File: config.mk
export PLATFORM = sky130hd
export DESIGN_NAME = content_length_header_parser
export DESIGN_NICKNAME = d
export VERILOG_FILES = /design/src/rtl/clp_pkg.sv /design/src/rtl/clp_front.sv /design/src/rtl/clp_queue.sv /design/src/rtl/clp_back.sv /design/src/rtl/content_length_header_parser.sv
export SDC_FILE = /design/constraint.sdc
export NUM_CORES = 1
export LEC_CHECK = 0
export ABC_AREA = 1
export BUFFER_PORTS_ARGS = -buffer_cell sky130_fd_sc_hd__buf_4
export CORE_MARGIN = 5
export CORE_UTILIZATION = 45
export DETAILED_ROUTE_END_ITERATION = 8
export HOLD_SLACK_MARGIN = 0.12
export PLACE_DENSITY = 0.61
export SETUP_SLACK_MARGIN = 0.2
export SYNTH_ARGS = -nofsm -noshare
export SYNTH_HDL_FRONTEND = slang
export SYNTH_HIERARCHICAL = 1
export SYNTH_SLANG_ARGS = --single-unit
File: constraint.sdc
create_clock -name clk -period 6.41 [get_ports clk]
set_input_delay 1.282 -clock clk [delete_from_list [all_inputs] [get_ports clk]]
set_output_delay 1.282 -clock clk [all_outputs]
set_load 0.1 [all_outputs]
File: src/rtl/clp_pkg.sv
// Shared types, constants and key lookup for the Content-Length header parser.
`default_nettype none

package clp_pkg;

  localparam int KEY_LEN     = 14;
  localparam int KEY_CNT_W   = 4;
  localparam int QUEUE_DEPTH = 4;
  localparam int QUEUE_PTR_W = $clog2(QUEUE_DEPTH);

  localparam logic [31:0] POS_LIMIT = 32'h7FFF_FFFF;
  localparam logic [31:0] NEG_LIMIT = 32'h8000_0000;

  localparam logic [7:0] CHAR_NUL   = 8'h00;
  localparam logic [7:0] CHAR_LF    = 8'h0A;
  localparam logic [7:0] CHAR_CR    = 8'h0D;
  localparam logic [7:0] CHAR_COLON = 8'h3A;
  localparam logic [7:0] CHAR_PLUS  = 8'h2B;
  localparam logic [7:0] CHAR_MINUS = 8'h2D;

  typedef struct packed {
    logic       eos;
    logic       newline;
    logic       cr;
    logic       zero;
    logic       colon;
    logic       space;
    logic       plus;
    logic       minus;
    logic       digit;
    logic [3:0] digit_value;
    logic [7:0] lower;
  } token_t;

  typedef enum logic [2:0] {
    LINE_KEY    = 3'b001,
    LINE_VALUE  = 3'b010,
    LINE_IGNORE = 3'b100
  } line_phase_t;

  typedef enum logic [2:0] {
    BLANK_START = 3'b001,
    BLANK_CR    = 3'b010,
    BLANK_NOT   = 3'b100
  } blank_track_t;

  typedef enum logic [3:0] {
    NUM_SKIP   = 4'b0001,
    NUM_SIGN   = 4'b0010,
    NUM_DIGITS = 4'b0100,
    NUM_DONE   = 4'b1000
  } num_phase_t;

  function automatic logic [7:0] key_char(input logic [KEY_CNT_W-1:0] idx);
    logic [7:0] c;
    case (idx)
      4'd0:    c = "c";
      4'd1:    c = "o";
      4'd2:    c = "n";
      4'd3:    c = "t";
      4'd4:    c = "e";
      4'd5:    c = "n";
      4'd6:    c = "t";
      4'd7:    c = "-";
      4'd8:    c = "l";
      4'd9:    c = "e";
      4'd10:   c = "n";
      4'd11:   c = "g";
      4'd12:   c = "t";
      4'd13:   c = "h";
      default: c = CHAR_NUL;
    endcase
    return c;
  endfunction

endpackage

`default_nettype wire

File: src/rtl/clp_front.sv
// Front end: accepts header bytes and classifies each into a token for the queue.
`default_nettype none

module clp_front (
  input  wire logic          byte_valid,
  input  wire logic [7:0]    data_byte,
  input  wire logic          end_of_stream,
  input  wire logic          queue_full,
  output logic               byte_stall,
  output logic               push,
  output clp_pkg::token_t    tok
);
  import clp_pkg::*;

  assign byte_stall = queue_full;
  assign push       = byte_valid && !queue_full;

  always_comb begin
    tok.eos         = end_of_stream;
    tok.newline     = (data_byte == CHAR_LF);
    tok.cr          = (data_byte == CHAR_CR);
    tok.zero        = (data_byte == CHAR_NUL);
    tok.colon       = (data_byte == CHAR_COLON);
    tok.space       = data_byte inside {8'h20, [8'h09:8'h0D]};
    tok.plus        = (data_byte == CHAR_PLUS);
    tok.minus       = (data_byte == CHAR_MINUS);
    tok.digit       = data_byte inside {["0":"9"]};
    tok.digit_value = data_byte[3:0];
    tok.lower       = (data_byte inside {["A":"Z"]}) ? (data_byte + 8'd32) : data_byte;
  end

endmodule

`default_nettype wire

File: src/rtl/clp_queue.sv
// Short token queue between the front end and the line engine.
`default_nettype none

module clp_queue (
  input  wire logic             clk,
  input  wire logic             rst,
  input  wire logic             push,
  input  wire clp_pkg::token_t  push_tok,
  input  wire logic             pop,
  output clp_pkg::token_t       head_tok,
  output logic                  full,
  output logic                  not_empty
);
  import clp_pkg::*;

  token_t                 slots [QUEUE_DEPTH];
  logic [QUEUE_PTR_W-1:0] wr_ptr;
  logic [QUEUE_PTR_W-1:0] rd_ptr;
  logic [QUEUE_PTR_W:0]   count;

  assign full      = (count == (QUEUE_PTR_W+1)'(QUEUE_DEPTH));
  assign not_empty = (count != '0);
  assign head_tok  = slots[rd_ptr];

  always_ff @(posedge clk) begin
    if (push) begin
      slots[wr_ptr] <= push_tok;
    end
  end

  always_ff @(posedge clk) begin
    if (rst) begin
      wr_ptr <= '0;
      rd_ptr <= '0;
      count  <= '0;
    end else begin
      if (push) begin
        wr_ptr <= wr_ptr + 1'b1;
      end
      if (pop) begin
        rd_ptr <= rd_ptr + 1'b1;
      end
      case ({push, pop})
        2'b10:   count <= count + 1'b1;
        2'b01:   count <= count - 1'b1;
        default: count <= count;
      endcase
    end
  end

endmodule

`default_nettype wire

File: src/rtl/clp_back.sv
// Line engine: matches the key, converts the value and issues the length request.
`default_nettype none

module clp_back (
  input  wire logic            clk,
  input  wire logic            rst,
  input  wire clp_pkg::token_t tok,
  input  wire logic            tok_valid,
  output logic                 pop,
  input  wire logic            length_stall,
  output logic                 length_valid,
  output logic signed [31:0]   content_length,
  output logic                 end_kind,
  output logic                 saturated
);
  import clp_pkg::*;

  line_phase_t          line_phase, line_phase_next;
  logic [KEY_CNT_W-1:0] key_count, key_count_next;
  logic                 key_matching, key_matching_next;
  blank_track_t         blank_track, blank_track_next;
  num_phase_t           num_phase, num_phase_next;
  logic                 num_negative, num_negative_next;
  logic [31:0]          num_mag, num_mag_next;
  logic                 num_clamped, num_clamped_next;
  logic                 key_hit, key_hit_next;
  logic [31:0]          held_length, held_length_next;
  logic                 held_clamped, held_clamped_next;

  logic                 ready;
  logic                 emit;
  logic                 emit_kind;
  logic [31:0]          fin_length;
  logic                 fin_clamped;
  logic [35:0]          acc;
  logic [31:0]          limit;
  logic                 take_digit;

  assign ready = !length_valid || !length_stall;
  assign pop   = tok_valid && ready;

  assign limit = num_negative ? NEG_LIMIT : POS_LIMIT;
  assign acc   = {1'b0, num_mag, 3'b000} + {3'b000, num_mag, 1'b0}
               + {32'd0, tok.digit_value};

  always_comb begin
    fin_length  = held_length;
    fin_clamped = held_clamped;
    if (key_hit) begin
      fin_length  = num_negative ? (32'd0 - num_mag) : num_mag;
      fin_clamped = num_clamped;
    end
  end

  always_comb begin
    line_phase_next   = line_phase;
    key_count_next    = key_count;
    key_matching_next = key_matching;
    blank_track_next  = blank_track;
    num_phase_next    = num_phase;
    num_negative_next = num_negative;
    num_mag_next      = num_mag;
    num_clamped_next  = num_clamped;
    key_hit_next      = key_hit;
    held_length_next  = held_length;
    held_clamped_next = held_clamped;
    emit              = 1'b0;
    emit_kind         = 1'b0;
    take_digit        = 1'b0;

    if (tok.eos || tok.newline) begin
      emit              = tok.eos || (blank_track == BLANK_CR);
      emit_kind         = tok.eos;
      line_phase_next   = LINE_KEY;
      key_count_next    = '0;
      key_matching_next = 1'b1;
      blank_track_next  = BLANK_START;
      num_phase_next    = NUM_SKIP;
      num_negative_next = 1'b0;
      num_mag_next      = '0;
      num_clamped_next  = 1'b0;
      key_hit_next      = 1'b0;
      held_length_next  = emit ? 32'd0 : fin_length;
      held_clamped_next = emit ? 1'b0 : fin_clamped;
    end else begin
      if (blank_track == BLANK_START && tok.cr && line_phase != LINE_IGNORE) begin
        blank_track_next = BLANK_CR;
      end else begin
        blank_track_next = BLANK_NOT;
      end

      if (line_phase == LINE_IGNORE) begin
        line_phase_next = LINE_IGNORE;
      end else if (tok.zero) begin
        line_phase_next = LINE_IGNORE;
      end else if (line_phase == LINE_KEY) begin
        if (tok.colon) begin
          key_hit_next    = key_matching && (key_count == KEY_CNT_W'(KEY_LEN));
          line_phase_next = LINE_VALUE;
        end else if (key_count < KEY_CNT_W'(KEY_LEN) && tok.lower == key_char(key_count)) begin
          key_count_next = key_count + 1'b1;
        end else begin
          key_matching_next = 1'b0;
        end
      end else begin
        case (num_phase)
          NUM_SKIP: begin
            if (tok.space) begin
              num_phase_next = NUM_SKIP;
            end else if (tok.plus || tok.minus) begin
              num_negative_next = tok.minus;
              num_phase_next    = NUM_SIGN;
            end else begin
              num_phase_next = tok.digit ? NUM_DIGITS : NUM_DONE;
              take_digit     = tok.digit;
            end
          end
          NUM_SIGN: begin
            num_phase_next = tok.digit ? NUM_DIGITS : NUM_DONE;
            take_digit     = tok.digit;
          end
          NUM_DIGITS: begin
            num_phase_next = tok.digit ? NUM_DIGITS : NUM_DONE;
            take_digit     = tok.digit;
          end
          default: begin
            num_phase_next = NUM_DONE;
          end
        endcase
        if (take_digit) begin
          if (acc > {4'd0, limit}) begin
            num_mag_next     = limit;
            num_clamped_next = 1'b1;
          end else begin
            num_mag_next = acc[31:0];
          end
        end
      end
    end
  end

  always_ff @(posedge clk) begin
    if (rst) begin
      line_phase   <= LINE_KEY;
      key_count    <= '0;
      key_matching <= 1'b1;
      blank_track  <= BLANK_START;
      num_phase    <= NUM_SKIP;
      num_negative <= 1'b0;
      num_mag      <= '0;
      num_clamped  <= 1'b0;
      key_hit      <= 1'b0;
      held_length  <= '0;
      held_clamped <= 1'b0;
      length_valid <= 1'b0;
    end else begin
      if (pop) begin
        line_phase   <= line_phase_next;
        key_count    <= key_count_next;
        key_matching <= key_matching_next;
        blank_track  <= blank_track_next;
        num_phase    <= num_phase_next;
        num_negative <= num_negative_next;
        num_mag      <= num_mag_next;
        num_clamped  <= num_clamped_next;
        key_hit      <= key_hit_next;
        held_length  <= held_length_next;
        held_clamped <= held_clamped_next;
      end
      if (pop && emit) begin
        length_valid <= 1'b1;
      end else if (!length_stall) begin
        length_valid <= 1'b0;
      end
    end
  end

  always_ff @(posedge clk) begin
    if (pop && emit) begin
      content_length <= fin_length;
      end_kind       <= emit_kind;
      saturated      <= fin_clamped;
    end
  end

endmodule

`default_nettype wire

File: src/rtl/content_length_header_parser.sv
// Top level of the HTTP Content-Length header parser.
// Takes one header byte per cycle while byte_stall is low, with end_of_stream closing the header.
// A front end classifies each byte into a four-entry token queue; the line engine retires one
// token per cycle while the output is not stalled, so the rate is set by that state update (key
// match, multiply-by-ten accumulate). With the queue empty, the byte ending the header (blank CR
// LF line or stream end) is written into the queue, and the length request is registered at the
// output when the line engine pops it, after any tokens still queued ahead of it; byte_stall
// rises only when the queue fills while the output side is stalled.
`default_nettype none

module content_length_header_parser (
  input  wire logic               clk,
  input  wire logic               rst,
  input  wire logic               byte_valid,
  output logic                    byte_stall,
  input  wire logic [7:0]         data_byte,
  input  wire logic               end_of_stream,
  output logic                    length_valid,
  input  wire logic               length_stall,
  output logic signed [31:0]      content_length,
  output logic                    end_kind,
  output logic                    saturated
);
  import clp_pkg::*;

  token_t front_tok;
  token_t head_tok;
  logic   push;
  logic   pop;
  logic   queue_full;
  logic   queue_not_empty;

  clp_front u_front (
    .byte_valid    (byte_valid),
    .data_byte     (data_byte),
    .end_of_stream (end_of_stream),
    .queue_full    (queue_full),
    .byte_stall    (byte_stall),
    .push          (push),
    .tok           (front_tok)
  );

  clp_queue u_queue (
    .clk       (clk),
    .rst       (rst),
    .push      (push),
    .push_tok  (front_tok),
    .pop       (pop),
    .head_tok  (head_tok),
    .full      (queue_full),
    .not_empty (queue_not_empty)
  );

  clp_back u_back (
    .clk            (clk),
    .rst            (rst),
    .tok            (head_tok),
    .tok_valid      (queue_not_empty),
    .pop            (pop),
    .length_stall   (length_stall),
    .length_valid   (length_valid),
    .content_length (content_length),
    .end_kind       (end_kind),
    .saturated      (saturated)
  );

endmodule

`default_nettype wire

==> impl_metrics.json <==
{
  "layout_common_cells": "nand2_1 (406), inv_1 (208), nor2_1 (146)",
  "cp_data_arrival_time_ns": 5.38,
  "yosysWarnings": 6,
  "synth_fp_nets": 1826,
  "worstPathMaxFanout": 42,
  "antenna_cells": 0,
  "pwr-share-comb_pct": 41.5,
  "skew_ns": 0.0324,
  "design_power_total_mw": 5.52,
  "holdWs_ns": 0.438,
  "slew_violations": 0,
  "cts_tree": "built",
  "dieWidth_um": 183,
  "dr_total_vias": 10959,
  "outcome": "complete, no violations",
  "clk_pin_slew_ns": 0.06,
  "worstSetupEndpointType": "flip-flop",
  "power.share.switching_pct": 43.3,
  "core_area_sq_um": 29600,
  "first_iter_violations": 683,
  "internal_power_mw": 3.13,
  "async_flop_share_pct": 0,
  "ctsResizeCount": 0,
  "die-height_um": 183,
  "synthToLayoutAreaGrowth_pct": 10.7,
  "setup_viol": 0,
  "clkLatencyLatePin_ns": 0.54,
  "grt_pass1_vias": 10784,
  "ys.flop_type": "edfxtp_1",
  "drive_gt1_share_pct": 8.93,
  "routed_wl_um": 32000,
  "portBuffers": 48,
  "postCtsSetupBuffers": 0,
  "dp.final_hpwl_um": 23400,
  "initial_core_util_pct": 45.5,
  "period_share_pct": 78.2,
  "p_leak_nw": 7.18,
  "path_class": "reg2reg",
  "drv_cap": 0,
  "viasPerCell": 5.13,
  "wire_per_inst_um": 15.0,
  "grt_pass1_wl_um": 53300,
  "layout_commonest_cell": "nand2_1",
  "design_area_sq_um": 14900,
  "slowest_delay_ns": 0.54,
  "seqPwrFrac_pct": 33.0,
  "synthCells": 1699,
  "cts_max_level": 1,
  "syn_area_per_cell_sq_um": 7.91,
  "ys_seq_elements": 218,
  "die-area_sq_um": 33400,
  "netlist_area_sq_um": 13400,
  "grt_max_degree": 53,
  "gp_congestion": 0.915,
  "ios": 49,
  "hold_path.class": "reg2reg",
  "grt_setup_unrepaired": "no",
  "cpMostUsedCell": "nand2_1",
  "cpMaxStageDelayCell": "fa_1",
  "worstPathRequired_ns": 6.78,
  "grt.overflow.total": 0,
  "cts.sinks": 218,
  "start_kind": "flip-flop",
  "cts.hold.buffers_added": 0,
  "finalHoldViolCount": 0,
  "drc": 0,
  "ir_drop_uv": 279,
  "tightest_slew_ns": 1.02,
  "dpl_cell_area_sq_um": 14100,
  "grt_use_total_pct": 19.2,
  "nets": 1855,
  "cts_buffers": 24,
  "p_clk_share_pct": 25.6,
  "switching_power_mw": 2.39,
  "drtAntennaViolNets": 0,
  "period_needed_ns": 5.01,
  "pwr_density_cell_nw_per_um2": 371,
  "seq_area_frac_synth_pct": 41.3,
  "root_buffer": "clkbuf_16",
  "fmax_ghz": 0.200,
  "clock_path_buffers": 3,
  "fin_tns_setup_ns": 0,
  "rows": 63,
  "antenna_found_initial": 0,
  "synth-edff-count": 118,
  "ys_types": 54,
  "relSlewSlack_pct": 31.8,
  "dr.pass1.iters": 5
}
-- power by group through the flow --
| stage | clock network, mW | logic, mW | registers, mW |
|---|---|---|---|
| 2_1_floorplan | 0 | 1.12 | 2.53 |
| 3_3_place_gp | 0 | 2.28 | 1.85 |
| 3_5_place_dp | 0 | 2.31 | 1.85 |
| 4_1_cts | 1.45 | 2.32 | 1.82 |
| 5_1_grt | 1.51 | 2.50 | 1.84 |
| 6_report | 1.41 | 2.29 | 1.82 |
-- layout make-up --
| cell class | instances | area (sq um) |
|---|---|---|
| Clock inverter | 8 | 128 |
| Multi-Input combinational cell | 1195 | 6690 |
| Tap cell | 390 | 488 |
| Inverter | 225 | 852 |
| Clock buffer | 36 | 687 |
| Fill cell | 2868 | 14700 |
| Timing Repair Buffer | 64 | 480 |
| Sequential cell | 218 | 5550 |
-- metal layers --
metal	share of wire [%]	track usage, %	vias to the layer above
li1	-	-	5681
met1	45	24.3	5006
met2	48	34.2	205
met3	3.5	2.24	67
met4	3.5	6.23	0
met5	0	0	-
-- final timing paths --
path	startpoint	to	slack, ns	cells after the start
hold / removal	u_queue/rd_ptr[1]$_SDFFE_PP0P_	flip-flop	0.44	1
setup / recovery	flip-flop	u_back/num_mag[23]$_SDFFE_PP0P_	1.40	29
hold reg to reg	u_queue/rd_ptr[1]$_SDFFE_PP0P_	flip-flop	0.44	1
setup reg to reg	flip-flop	u_back/num_mag[23]$_SDFFE_PP0P_	1.40	29
-- worst max-delay path: cells and delay by family, from the launching register on --
| kind | cells | cell delay (ns) |
|---|---|---|
| and+or+nand+nor | 18 | 1.90 |
| adders and majority gates | 3 | 1.17 |
| AOI/OAI and AO/OA | 4 | 0.67 |
| DFF | 1 | 0.50 |
| buffers and inverters | 3 | 0.42 |
| xor gates and xnor gates | 1 | 0.16 |
-- metrics by stage --
step	cells	utilization, %	worst slack (ns)
2_1_floorplan	1699	-	2.22
3_3_place_gp	2092	47.6	1.53
3_5_place_dp	2092	47.6	1.45
4_1_cts	2136	50.3	1.38
5_1_grt	2136	50.3	0.839
6_report	2136	50.3	1.40
-- flip-flops by register name (all words and copies together), names as in the netlist, 2 cells and up, named ones only --
register / cells
u_back/num_phase: 4
u_back/content_length: 32
u_back/line_phase: 3
u_back/key_count: 4
u_queue/count: 3
u_queue/rd_ptr: 2
u_queue/wr_ptr: 2
u_back/held_length: 32
u_back/num_mag: 32
u_back/blank_track: 3
u_queue/slots: 84
-- synthesized netlist by cell type, types with 3 or more instances --
library cell    n  share of area (%)
nand3b_1        6               0.34
buf_6          10               0.84
a21oi_1        99                3.7
nand2_2        10               0.47
nand4_1        14               0.65
o21a_1          3               0.17
nor3_1         10               0.37
o211ai_1        3               0.17
o31ai_1         4               0.22
xor2_1         37                2.4
nor2_2          9               0.42
nand3_1       120                4.5
inv_1         208                5.8
clkbuf_1       24               0.67
a22o_1         13               0.85
and2_1          4               0.19
edfxtp_1      118                 26
nor4_1          4               0.19
ha_1          111                 10
nor3_2          3               0.22
nor2_1        147                4.1
fa_1            3               0.45
nand3_2         5               0.37
a21o_1          3               0.17
or2_2           3               0.14
o22ai_1        26                1.2
inv_2          15               0.42
o21ai_0        90                3.4
buf_4          13               0.73
o21ai_1        22               0.82
xnor2_1        15               0.98
nand2_1       406                 11
dfxtp_1       100                 15
buf_2          12               0.45
-- cell families after synthesis --
family                     share of synthesized area [%]
AOI/OAI and AO/OA                                   11.7
xor gates and xnor gates                            3.39
adders and majority gates                           10.8
buffers and inverters                               9.08
DFF                                                 41.3
and+or+nand+nor                                     23.8
(Power assumes the default switching activity.)
